<file path="config.mk">
export PLATFORM = sky130hd
export DESIGN_NAME = bresenham_line_rasterizer_unit
export DESIGN_NICKNAME = d
export VERILOG_FILES = /design/src/design/blr_pkg.sv /design/src/design/bresenham_line_rasterizer_unit.sv /design/src/design/blr_queue.sv /design/src/design/blr_front.sv /design/src/design/blr_back.sv
export SDC_FILE = /design/constraint.sdc
export NUM_CORES = 1
export LEC_CHECK = 0
export BUFFER_PORTS_ARGS = -buffer_cell sky130_fd_sc_hd__buf_2
export CAP_MARGIN = 20
export CELL_PAD_IN_SITES_DETAIL_PLACEMENT = 1
export CELL_PAD_IN_SITES_GLOBAL_PLACEMENT = 1
export CORE_MARGIN = 2
export CORE_UTILIZATION = 53
export DETAILED_ROUTE_END_ITERATION = 6
export GPL_ROUTABILITY_DRIVEN = 0
export GPL_TIMING_DRIVEN = 0
export PLACE_DENSITY = 0.83
export SLEW_MARGIN = 20
export SYNTH_ARGS = -nofsm -noshare
export SYNTH_HDL_FRONTEND = slang
export SYNTH_HIERARCHICAL = 1
export SYNTH_SLANG_ARGS = --single-unit
</file>
<file path="constraint.sdc">
create_clock -name clk -period 8.8 [get_ports clk]
set_clock_uncertainty 0.1 [all_clocks]
set_input_delay 0.88 -clock clk [delete_from_list [all_inputs] [get_ports clk]]
set_output_delay 0.88 -clock clk [all_outputs]
set_load 0.005 [all_outputs]
</file>
<file path="src/design/blr_pkg.sv">
// Shared types and constants of the line rasterizer.
package blr_pkg;

  // Width of the packed line color and of the intensity.
  localparam int COLOR_W = 24;
  localparam int LEVEL_W = 8;

  // Configuration port geometry: four 32-bit registers at byte addresses 0, 4, 8 and 12.
  localparam int CFG_ADDR_W = 4;
  localparam int CFG_DATA_W = 32;

  // Reset value of the right and bottom clip edges.
  localparam int CLIP_FAR_RESET = 4096;

  // Narrowest clip register that still holds the far reset value.
  localparam int CLIP_MIN_W = 13;

  // Register indexes, taken from paddr[3:2].
  typedef enum logic [1:0] {
    REG_CLIP_LEFT   = 2'd0,
    REG_CLIP_RIGHT  = 2'd1,
    REG_CLIP_TOP    = 2'd2,
    REG_CLIP_BOTTOM = 2'd3
  } reg_idx_t;

  // Class of a command that the front hands to the back.
  typedef enum logic [1:0] {
    OP_TICK = 2'd0,
    OP_MOVE = 2'd1,
    OP_LINE = 2'd2
  } op_t;

  localparam int OP_W = $bits(op_t);

  // Flags that travel with every pixel.
  typedef struct packed {
    logic inside_clip;
    logic last_pixel;
  } pix_flags_t;

  localparam int FLAGS_W = $bits(pix_flags_t);

endpackage

</file>
<file path="src/design/bresenham_line_rasterizer_unit.sv">
// Top level of the Bresenham line rasterizer with its clip registers and result queue.
//
// Usage. Input beats enter through push/full: a beat is taken at a rising edge with push
// high and full low. An endpoint beat (kind 0) starts a line from the current beam
// position to the target, or only moves the beam when beam_level is zero; it gives no
// result and is dropped while a line is still being drawn. A tick beat (kind 1) on an
// active line gives one pixel, stepping once along the major axis; a tick with no active
// line gives nothing. Results leave through empty/pop: the oldest pixel sits on the
// result ports while empty is low and is taken at an edge with pop high.
// Flow. A front end classifies each beat into a four-entry command queue; the stepper
// behind it executes one command per clock while the result queue has room, so one beat
// per cycle is sustained. A tick's pixel passes the command queue and the result queue
// to reach the ports. The only loop is the stepper's update of beam and error term.
// Stalls. When the receiver stops popping, the two-entry result queue fills, the stepper
// holds, the command queue fills behind it and full rises; nothing is lost.
// Reset. rst is synchronous and active high: both queues empty, the line goes idle with
// the beam at the origin, and the clip window opens to cover 0 to 4095 on both axes.
// The clip registers are written over the APB-style port (pready is always high).
module bresenham_line_rasterizer_unit #(
  parameter int COORD_BITS = 13
) (
  input  logic                                clk,
  input  logic                                rst,
  // Input channel.
  input  logic                                push,
  output logic                                full,
  input  logic                                kind,
  input  logic signed [COORD_BITS-1:0]        target_x,
  input  logic signed [COORD_BITS-1:0]        target_y,
  input  logic [blr_pkg::COLOR_W-1:0]         beam_color,
  input  logic [blr_pkg::LEVEL_W-1:0]         beam_level,
  // Result channel.
  output logic                                empty,
  input  logic                                pop,
  output logic signed [COORD_BITS-1:0]        pixel_x,
  output logic signed [COORD_BITS-1:0]        pixel_y,
  output logic [blr_pkg::COLOR_W-1:0]         pixel_color,
  output logic [blr_pkg::LEVEL_W-1:0]         pixel_level,
  output logic                                inside_clip,
  output logic                                last_pixel,
  // Configuration port.
  input  logic                                psel,
  input  logic                                penable,
  input  logic                                pwrite,
  input  logic [blr_pkg::CFG_ADDR_W-1:0]      paddr,
  input  logic [blr_pkg::CFG_DATA_W-1:0]      pwdata,
  output logic [blr_pkg::CFG_DATA_W-1:0]      prdata,
  output logic                                pready
);

  // Clip registers are wide enough for both a coordinate and the far reset value.
  localparam int CLIP_W = (COORD_BITS > blr_pkg::CLIP_MIN_W) ? COORD_BITS : blr_pkg::CLIP_MIN_W;
  localparam int CMD_W  = blr_pkg::OP_W + 2*COORD_BITS + blr_pkg::COLOR_W + blr_pkg::LEVEL_W;
  localparam int OUT_W  = 2*COORD_BITS + blr_pkg::COLOR_W + blr_pkg::LEVEL_W + blr_pkg::FLAGS_W;
  localparam logic [CLIP_W-1:0] CLIP_FAR = CLIP_W'(blr_pkg::CLIP_FAR_RESET);

  logic [CLIP_W-1:0]     clip_left;
  logic [CLIP_W-1:0]     clip_right;
  logic [CLIP_W-1:0]     clip_top;
  logic [CLIP_W-1:0]     clip_bottom;
  logic                  cfg_write;
  blr_pkg::reg_idx_t     reg_idx;
  logic [CLIP_W-1:0]     wr_value;

  logic [CMD_W-1:0]      cmd_data;
  logic                  cmd_empty;
  logic                  cmd_pop;
  logic                  out_full;
  logic                  out_push;
  logic [OUT_W-1:0]      out_in;
  logic [OUT_W-1:0]      out_head;
  blr_pkg::pix_flags_t   head_flags;

  // Configuration: writes complete in the access phase; written values keep the
  // coordinate width only.
  assign pready    = 1'b1;
  assign cfg_write = psel && penable && pwrite && pready;
  assign reg_idx   = blr_pkg::reg_idx_t'(paddr[3:2]);
  assign wr_value  = CLIP_W'(pwdata[COORD_BITS-1:0]);

  always_ff @(posedge clk) begin
    if (rst) begin
      clip_left   <= '0;
      clip_right  <= CLIP_FAR;
      clip_top    <= '0;
      clip_bottom <= CLIP_FAR;
    end else if (cfg_write) begin
      case (reg_idx)
        blr_pkg::REG_CLIP_LEFT:   clip_left   <= wr_value;
        blr_pkg::REG_CLIP_RIGHT:  clip_right  <= wr_value;
        blr_pkg::REG_CLIP_TOP:    clip_top    <= wr_value;
        blr_pkg::REG_CLIP_BOTTOM: clip_bottom <= wr_value;
        default: begin
        end
      endcase
    end
  end

  always_comb begin
    case (reg_idx)
      blr_pkg::REG_CLIP_LEFT:   prdata = blr_pkg::CFG_DATA_W'(clip_left);
      blr_pkg::REG_CLIP_RIGHT:  prdata = blr_pkg::CFG_DATA_W'(clip_right);
      blr_pkg::REG_CLIP_TOP:    prdata = blr_pkg::CFG_DATA_W'(clip_top);
      blr_pkg::REG_CLIP_BOTTOM: prdata = blr_pkg::CFG_DATA_W'(clip_bottom);
      default:                  prdata = '0;
    endcase
  end

  // Front end: classification and command queue.
  blr_front #(
    .COORD_BITS (COORD_BITS),
    .CMD_DEPTH  (4)
  ) u_front (
    .clk        (clk),
    .rst        (rst),
    .push       (push),
    .full       (full),
    .kind       (kind),
    .target_x   (target_x),
    .target_y   (target_y),
    .beam_color (beam_color),
    .beam_level (beam_level),
    .cmd_pop    (cmd_pop),
    .cmd_empty  (cmd_empty),
    .cmd_data   (cmd_data)
  );

  // Back end: the stepper owns all line state.
  blr_back #(
    .COORD_BITS (COORD_BITS),
    .CLIP_W     (CLIP_W)
  ) u_back (
    .clk         (clk),
    .rst         (rst),
    .cmd_data    (cmd_data),
    .cmd_empty   (cmd_empty),
    .cmd_pop     (cmd_pop),
    .clip_left   (clip_left),
    .clip_right  (clip_right),
    .clip_top    (clip_top),
    .clip_bottom (clip_bottom),
    .out_full    (out_full),
    .out_push    (out_push),
    .out_data    (out_in)
  );

  // Result queue: lets the stepper keep going while a finished pixel waits.
  blr_queue #(
    .WIDTH (OUT_W),
    .DEPTH (2)
  ) u_out_queue (
    .clk       (clk),
    .rst       (rst),
    .push      (out_push),
    .full      (out_full),
    .push_data (out_in),
    .pop       (pop),
    .empty     (empty),
    .pop_data  (out_head)
  );

  assign pixel_x     = out_head[OUT_W-1 -: COORD_BITS];
  assign pixel_y     = out_head[OUT_W-COORD_BITS-1 -: COORD_BITS];
  assign pixel_color = out_head[blr_pkg::FLAGS_W + blr_pkg::LEVEL_W +: blr_pkg::COLOR_W];
  assign pixel_level = out_head[blr_pkg::FLAGS_W +: blr_pkg::LEVEL_W];
  assign head_flags  = blr_pkg::pix_flags_t'(out_head[blr_pkg::FLAGS_W-1:0]);
  assign inside_clip = head_flags.inside_clip;
  assign last_pixel  = head_flags.last_pixel;

endmodule

</file>
<file path="src/design/blr_queue.sv">
// Small register-based first-in first-out queue with push/full and pop/empty sides.
module blr_queue #(
  parameter int WIDTH = 8,
  parameter int DEPTH = 4
) (
  input  logic             clk,
  input  logic             rst,
  input  logic             push,
  output logic             full,
  input  logic [WIDTH-1:0] push_data,
  input  logic             pop,
  output logic             empty,
  output logic [WIDTH-1:0] pop_data
);

  // Users keep DEPTH a power of two so pointers wrap; the queue does not check it.
  localparam int PTR_W = (DEPTH > 1) ? $clog2(DEPTH) : 1;
  localparam int CNT_W = $clog2(DEPTH + 1);

  logic [WIDTH-1:0] slots [DEPTH];
  logic [PTR_W-1:0] wr_ptr;
  logic [PTR_W-1:0] rd_ptr;
  logic [CNT_W-1:0] count;
  logic             do_push;
  logic             do_pop;

  assign full     = (count == CNT_W'(DEPTH));
  assign empty    = (count == '0);
  assign do_push  = push && !full;
  assign do_pop   = pop && !empty;
  assign pop_data = slots[rd_ptr];

  always_ff @(posedge clk) begin
    if (rst) begin
      wr_ptr <= '0;
      rd_ptr <= '0;
      count  <= '0;
    end else begin
      if (do_push) begin
        wr_ptr <= wr_ptr + PTR_W'(1);
      end
      if (do_pop) begin
        rd_ptr <= rd_ptr + PTR_W'(1);
      end
      if (do_push && !do_pop) begin
        count <= count + CNT_W'(1);
      end else if (do_pop && !do_push) begin
        count <= count - CNT_W'(1);
      end
    end
  end

  always_ff @(posedge clk) begin
    if (do_push) begin
      slots[wr_ptr] <= push_data;
    end
  end

endmodule

</file>
<file path="src/design/blr_front.sv">
// Front end: accepts input beats, classifies them and queues commands for the stepper.
module blr_front #(
  parameter int COORD_BITS = 13,
  parameter int CMD_DEPTH  = 4
) (
  input  logic                           clk,
  input  logic                           rst,
  input  logic                           push,
  output logic                           full,
  input  logic                           kind,
  input  logic signed [COORD_BITS-1:0]   target_x,
  input  logic signed [COORD_BITS-1:0]   target_y,
  input  logic [blr_pkg::COLOR_W-1:0]    beam_color,
  input  logic [blr_pkg::LEVEL_W-1:0]    beam_level,
  input  logic                           cmd_pop,
  output logic                           cmd_empty,
  output logic [blr_pkg::OP_W + 2*COORD_BITS + blr_pkg::COLOR_W + blr_pkg::LEVEL_W - 1:0]
                                         cmd_data
);

  localparam int CMD_W = blr_pkg::OP_W + 2*COORD_BITS + blr_pkg::COLOR_W + blr_pkg::LEVEL_W;

  blr_pkg::op_t     op;
  logic [CMD_W-1:0] cmd_in;

  // A zero intensity turns an endpoint into a plain beam move.
  always_comb begin
    if (kind) begin
      op = blr_pkg::OP_TICK;
    end else if (beam_level == '0) begin
      op = blr_pkg::OP_MOVE;
    end else begin
      op = blr_pkg::OP_LINE;
    end
  end

  assign cmd_in = {op, target_x, target_y, beam_color, beam_level};

  blr_queue #(
    .WIDTH (CMD_W),
    .DEPTH (CMD_DEPTH)
  ) u_cmd_queue (
    .clk       (clk),
    .rst       (rst),
    .push      (push),
    .full      (full),
    .push_data (cmd_in),
    .pop       (cmd_pop),
    .empty     (cmd_empty),
    .pop_data  (cmd_data)
  );

endmodule

</file>
<file path="src/design/blr_back.sv">
// Back end: Bresenham stepper that executes queued commands and emits pixels.
module blr_back #(
  parameter int COORD_BITS = 13,
  parameter int CLIP_W     = 13
) (
  input  logic                clk,
  input  logic                rst,
  input  logic [blr_pkg::OP_W + 2*COORD_BITS + blr_pkg::COLOR_W + blr_pkg::LEVEL_W - 1:0]
                              cmd_data,
  input  logic                cmd_empty,
  output logic                cmd_pop,
  input  logic [CLIP_W-1:0]   clip_left,
  input  logic [CLIP_W-1:0]   clip_right,
  input  logic [CLIP_W-1:0]   clip_top,
  input  logic [CLIP_W-1:0]   clip_bottom,
  input  logic                out_full,
  output logic                out_push,
  output logic [2*COORD_BITS + blr_pkg::COLOR_W + blr_pkg::LEVEL_W + blr_pkg::FLAGS_W - 1:0]
                              out_data
);

  localparam int C     = COORD_BITS;
  localparam int D_W   = C + 1;
  localparam int E_W   = C + 2;
  localparam int CMD_W = blr_pkg::OP_W + 2*C + blr_pkg::COLOR_W + blr_pkg::LEVEL_W;

  // Command fields.
  blr_pkg::op_t                 cmd_op;
  logic signed [C-1:0]          cmd_tx;
  logic signed [C-1:0]          cmd_ty;
  logic [blr_pkg::COLOR_W-1:0]  cmd_color;
  logic [blr_pkg::LEVEL_W-1:0]  cmd_level;

  // Line state.
  logic signed [C-1:0]          beam_x;
  logic signed [C-1:0]          beam_y;
  logic signed [C-1:0]          end_x;
  logic signed [C-1:0]          end_y;
  logic [D_W-1:0]               delta_major;
  logic [D_W-1:0]               delta_minor;
  logic signed [E_W-1:0]        error_term;
  logic                         x_is_major;
  logic                         step_x_negative;
  logic                         step_y_negative;
  logic                         line_active;
  logic [blr_pkg::COLOR_W-1:0]  line_color;
  logic [blr_pkg::LEVEL_W-1:0]  line_level;

  // Setup arithmetic.
  logic signed [D_W-1:0]        diff_x;
  logic signed [D_W-1:0]        diff_y;
  logic [D_W-1:0]               abs_x;
  logic [D_W-1:0]               abs_y;
  logic                         set_x_major;

  // Step arithmetic.
  logic                         go;
  logic                         is_last;
  logic                         in_window;
  logic signed [E_W-1:0]        err_sub;
  logic                         minor_step;
  logic signed [E_W-1:0]        err_next;
  logic signed [C-1:0]          step_x;
  logic signed [C-1:0]          step_y;
  logic [CLIP_W-1:0]            ux;
  logic [CLIP_W-1:0]            uy;
  blr_pkg::pix_flags_t          flags;

  assign cmd_op    = blr_pkg::op_t'(cmd_data[CMD_W-1 -: blr_pkg::OP_W]);
  assign cmd_tx    = cmd_data[CMD_W-blr_pkg::OP_W-1 -: C];
  assign cmd_ty    = cmd_data[CMD_W-blr_pkg::OP_W-C-1 -: C];
  assign cmd_color = cmd_data[blr_pkg::LEVEL_W +: blr_pkg::COLOR_W];
  assign cmd_level = cmd_data[blr_pkg::LEVEL_W-1:0];

  // The stepper takes one command per cycle whenever a result has room to go.
  assign go       = !cmd_empty && !out_full;
  assign cmd_pop  = go;
  assign out_push = go && (cmd_op == blr_pkg::OP_TICK) && line_active;

  // Deltas from the new endpoint to the current beam, one bit wider than a coordinate.
  assign diff_x      = D_W'(beam_x) - D_W'(cmd_tx);
  assign diff_y      = D_W'(beam_y) - D_W'(cmd_ty);
  assign abs_x       = diff_x[D_W-1] ? D_W'(-diff_x) : D_W'(diff_x);
  assign abs_y       = diff_y[D_W-1] ? D_W'(-diff_y) : D_W'(diff_y);
  assign set_x_major = (abs_x >= abs_y);

  assign is_last = x_is_major ? (beam_x == end_x) : (beam_y == end_y);

  // Negative coordinates always lie outside the window.
  assign ux        = CLIP_W'($unsigned(beam_x));
  assign uy        = CLIP_W'($unsigned(beam_y));
  assign in_window = !beam_x[C-1] && !beam_y[C-1] &&
                     (ux >= clip_left) && (ux < clip_right) &&
                     (uy >= clip_top) && (uy < clip_bottom);

  assign err_sub    = error_term - E_W'(delta_minor);
  assign minor_step = err_sub[E_W-1];
  assign err_next   = minor_step ? (err_sub + E_W'(delta_major)) : err_sub;
  assign step_x     = step_x_negative ? (beam_x - C'(1)) : (beam_x + C'(1));
  assign step_y     = step_y_negative ? (beam_y - C'(1)) : (beam_y + C'(1));

  assign flags.inside_clip = in_window;
  assign flags.last_pixel  = is_last;
  assign out_data = {beam_x, beam_y, line_color, line_level, flags};

  always_ff @(posedge clk) begin
    if (rst) begin
      beam_x          <= '0;
      beam_y          <= '0;
      end_x           <= '0;
      end_y           <= '0;
      delta_major     <= '0;
      delta_minor     <= '0;
      error_term      <= '0;
      x_is_major      <= 1'b0;
      step_x_negative <= 1'b0;
      step_y_negative <= 1'b0;
      line_active     <= 1'b0;
      line_color      <= '0;
      line_level      <= '0;
    end else if (go) begin
      case (cmd_op)
        blr_pkg::OP_MOVE: begin
          if (!line_active) begin
            beam_x <= cmd_tx;
            beam_y <= cmd_ty;
          end
        end
        blr_pkg::OP_LINE: begin
          if (!line_active) begin
            end_x           <= cmd_tx;
            end_y           <= cmd_ty;
            step_x_negative <= !diff_x[D_W-1] && (diff_x != '0);
            step_y_negative <= !diff_y[D_W-1] && (diff_y != '0);
            x_is_major      <= set_x_major;
            delta_major     <= set_x_major ? abs_x : abs_y;
            delta_minor     <= set_x_major ? abs_y : abs_x;
            error_term      <= E_W'(set_x_major ? (abs_x >> 1) : (abs_y >> 1));
            line_color      <= cmd_color;
            line_level      <= cmd_level;
            line_active     <= 1'b1;
          end
        end
        blr_pkg::OP_TICK: begin
          if (line_active) begin
            if (is_last) begin
              beam_x      <= end_x;
              beam_y      <= end_y;
              line_active <= 1'b0;
            end else begin
              error_term <= err_next;
              if (x_is_major) begin
                beam_x <= step_x;
                if (minor_step) begin
                  beam_y <= step_y;
                end
              end else begin
                beam_y <= step_y;
                if (minor_step) begin
                  beam_x <= step_x;
                end
              end
            end
          end
        end
        default: begin
        end
      endcase
    end
  end

endmodule

</file>
* Word-level counts from Yosys, hierarchy flattened
Memory sizes are Yosys's and may differ from the RTL's. A register that Yosys moved wholly into a read port is not among the register bits. Index checks and enable logic that the tools add are counted.
Storage, ports and cells: RAM bits 360, memories kept 2, register bits after elaboration 194, word-level logic and storage cells 159, bits of input ports 102
Memory list:
- u_front.u_cmd_queue.slots | words 4, width 60, read ports 1, clocked after Yosys merged registers in 1, write ports 1, RTL line blr_queue.sv:20 | logic [WIDTH-1:0] slots [DEPTH];
- u_out_queue.slots | words 2, width 60, read ports 1, clocked after Yosys merged registers in 1, write ports 1, RTL line blr_queue.sv:20
Operators by class: multiplexer cells 43, reductions and logical operators 52, bitwise logic cells 1, equal/unequal tests 15, $lt $le $gt $ge 5, add/sub/neg operators 18
Operator list (count):
- 13-bit 2-to-1 mux | 13
- 32-bit case mux with 4 select lines | 1
- 15-bit 2-to-1 mux | 4
- 14-bit 2-to-1 mux | 4
- 13-bit case mux with 2 select lines | 2
- 15-bit case mux with 2 select lines | 1
- 14-bit negation | 2
- 14-bit nonzero test | 2
- 13-bit by 13-bit subtractor with 14-bit output | 2
- 13-bit by 2-bit adder with 13-bit output, second input constant | 2
- 13-bit equality test | 2
- 13-bit >= comparator | 2
- 13-bit less-than comparator | 2
- 13-bit by 2-bit subtractor with 13-bit output, second input constant | 2
- 1-bit logical AND | 20
- 15-bit by 14-bit adder with 15-bit output | 1
- 5-bit AND reduction | 3
- 15-bit by 14-bit subtractor with 15-bit output | 1
- 14-bit >= comparator | 1
- 1-bit logical NOT | 12
- 2-bit 2-to-1 mux | 6
- 2-bit AND reduction | 5
- 1-bit 2-to-1 mux | 9
- 2-bit equality test, second input constant | 4
- 19 further kinds | 31

* Logic depth before layout (Yosys ltp)
depth after elaboration 10, mapped depth 26

* Hierarchy
Netlist, hierarchy kept.
By module, submodules not included:
- blr_back | instances 1, area an instance 11881.4 µm², cells an instance 1573
- blr_queue at u_front.u_cmd_queue | instances 1, area an instance 9193.8 µm², cells an instance 362
- blr_queue at u_out_queue | instances 1, area an instance 4531.8 µm², cells an instance 212
- bresenham_line_rasterizer_unit | instances 1, area an instance 2585.0 µm², cells an instance 227
- blr_front | instances 1, area an instance 38.8 µm², cells an instance 4

* Least setup slack after synthesis
No wires, ideal clock.
kind reg-to-reg, start register with a tool-made name, end register u_back.delta_minor[10], arrival time 5.375 ns, required time 8.572 ns, path buffers 6, slack 3.198 ns, stages on the path, launching flop included 26, cells stage by stage dfxtp_1 buf_6 buf_12 mux4_2 inv_1 ha_1 clkbuf_1 a211oi_1 nor2_1 nor4b_1 o2111ai_1 nand2_1 buf_2 mux2i_1 inv_1 ha_1 nand2_1 o21ai_0 a211oi_1 o21a_1 o211ai_1 and2_1 buf_1 clkbuf_1 mux2i_1 o21ai_1
RTL lines:
- end signal: assignment | RTL line blr_back.sv:137 | delta_minor <= set_x_major ? abs_y : abs_x;
- end: declaration | RTL line blr_back.sv:40 | logic [D_W-1:0] delta_minor;

==> flow_metrics.tcl <==
set metrics [dict create \
    clockRootBuffer "clkbuf_16" \
    n_fill_cell 5351 \
    wl_per_cell_microns 28.6 \
    grt_pass1_vias 22500 \
    ys.flop_type "edfxtp_1" \
    tns_ns 0 \
    ys_warn_count 6 \
    final_cell_mix "edfxtp_1 (360), nand2_1 (232), dfxtp_1 (197)" \
    fp.dieW_microns 235 \
    cts_tree "built" \
    core_area_sq_um 52700 \
    drt_iter0_markers 1980 \
    post_cts_buffers 0 \
    reg2reg_slack_ns 1.25 \
    synthDominantCellAreaShare 0.383 \
    drcViolationCount 0 \
    synth-edff-count 360 \
    dpl.hpwl_mm 63.5 \
    cts_resized 0 \
    io-pin-count 197 \
    grt_pass1_wl_mm 138 \
    slew_headroom 0.256 \
    initial_core_util 0.536 \
    crit_fanout 10 \
    final-hold-violation-count 0 \
    start_kind "register" \
    rsz0062_at_grt "no" \
    cts_max_level 2 \
    status "completed" \
    ant_nets 0 \
    antenna_found_initial 15 \
    layout_commonest_cell "edfxtp_1" \
    synth_cells 2378 \
    die_h_microns 235 \
    postCtsHoldBufs 0 \
    cp.arrival_ns 7.94 \
    setup_violations 0 \
    synthArstFlopShare 0 \
    grtUsageTotal 0.326 \
    grt.overflow.total 0 \
    ctsLongestPathBuffers 3 \
    ys_seq_area_frac 0.523 \
    utilization 0.609 \
    maxCapViolCount 0 \
    clk_latency_ns 0.67 \
    drive_gt1_frac 0.180 \
    max_freq_mhz 132 \
    die_area_sq_um 55100 \
    vias_per_cell 6.38 \
    cp.required_ns 9.19 \
    wl_mm 95.9 \
    layout_min_cycle_time_ns 7.55 \
    worstSetupPathType "reg2reg" \
    final_nets 2871 \
    hold_path.class "in2reg" \
    cts_made_buffers 57 \
    syn_area_sq_um 28200 \
    syn_area_per_cell_sq_um 11.9 \
    grt_max_degree 39 \
    crit_path_end_kind "register" \
    stdcell_count 3356 \
    clk_pin_slew_ns 0.07 \
    cts.sinks 557 \
    area_growth_syn_to_layout_pct 13.5 \
    slew_viol_final 0 \
    fin_crit_sh 0.858 \
    num_vias 21400 \
    placed_cells 3243 \
    synthTopCellsByArea "edfxtp_1 (38%), dfxtp_1 (14%), ha_1 (6.6%)" \
    synth_area_leader_cell "edfxtp_1" \
    dr.pass1.iters 7 \
    port_buffers 153 \
    worst_pin_slew_ns 1.11 \
    rows 84 \
    synth_cell_types 87 \
    synth-seq-cells 557 \
]
[path summary, 6_finish.rpt]
path,startpoint,end,depth (start not counted)
setup / recovery,register,u_back/delta_minor[12],25
hold / removal,beam_color[7],u_front/u_cmd_queue/slots[1][15],1
setup reg to reg,register,u_back/delta_minor[12],25
hold reg to reg,u_back/delta_minor[6],u_back/delta_minor[6],2
[final cells by class]
cell class / instances / area (sq um) / share of cell area
clock buffers: 74 / 1540 / 0.0481
clock inverters: 33 / 428 / 0.0134
repair buffers: 159 / 886 / 0.0276
well taps: 688 / 861 / 0.0269
flip-flops and latches: 557 / 14800 / 0.460
plain buffers: 125 / 733 / 0.0229
diodes: 6 / 15.0 / 0.000469
multi-input cells: 1580 / 12300 / 0.384
inverters: 134 / 505 / 0.0158
[registers in the layout, indices dropped and copies added, names as in the netlist, 2 cells and up, named ones only]
signal	cells
u_out_queue/slots	120
u_front/u_cmd_queue/wr_ptr	2
clip_top	13
u_out_queue/count	2
u_back/end_y	13
clip_right	13
u_front/u_cmd_queue/rd_ptr	2
u_back/end_x	13
u_back/line_level	8
u_front/u_cmd_queue/count	3
u_back/beam_y	13
u_front/u_cmd_queue/slots	240
u_back/error_term	15
clip_left	13
u_back/line_color	24
u_back/beam_x	13
u_back/delta_major	14
u_back/delta_minor	14
clip_bottom	13
[cells by family after synthesis]
family	count (synthesis)	share of synthesized area
AO/OA/AOI/OAI	480	0.111
XOR/XNOR	101	0.0313
adder cells (fa/ha/maj)	155	0.0706
buffers and inverters	259	0.0438
flip-flops	557	0.523
multiplexers	221	0.114
other	2	0.000266
AND/OR/NAND/NOR	603	0.107
[stage by stage]
stage | area, sq um | hold WS, ns | setup slack [ns]
floorplan | 28300 | 0.325 | 3.20
global placement | 29900 | 0.330 | 1.90
finish | 32000 | 0.325 | 1.25
detailed placement | 30100 | 0.344 | 1.71
CTS | 32000 | 0.297 | 1.55
global route | 32000 | 0.319 | 0.959
[critical path: stages (launching register included)]
cell	delay (ns)
dfxtp_1	0.32
buf_1	0.41
buf_2	0.45
mux4_2	0.45
inv_1	0.09
ha_1	0.22
clkbuf_1	0.21
a211oi_1	0.38
nor2_1	0.12
nor4b_1	0.37
o2111ai_1	0.39
nand2_1	0.18
buf_2	0.26
mux2i_1	0.33
inv_1	0.11
ha_1	0.30
nand2_1	0.05
o21ai_0	0.18
a211oi_1	0.10
o21a_1	0.21
o211ai_1	0.36
and2_1	0.29
buf_1	0.49
clkbuf_1	0.55
mux2i_1	0.35
o21ai_1	0.08
[routing by layer]
metal,GRT usage,routed length (microns),vias up,share of wire
met2,0.559,47300,1041,0.49
met1,0.411,37400,10800,0.39
met4,0.129,3950,22,0.041
met5,0,141,-,0.0015
met3,0.0559,7070,283,0.074
li1,-,-,9219,-
[cells in the mapped netlist, types with 26 or more instances]
cell      instances
a21o_1           27
a21oi_1         164
clkbuf_1         58
dfxtp_1         197
edfxtp_1        360
ha_1            148
inv_1           133
mux2_2           64
mux2i_1          84
mux4_2           71
nand2_1         232
nand2b_1         85
nor2_1          101
nor3_1           29
o211ai_1         38
o21a_1           26
o21ai_0          63
xnor2_1          53
xor2_1           48
Power is not shown: default switching activity piles up to over one toggle a cycle in this logic, so the estimate is an artifact.
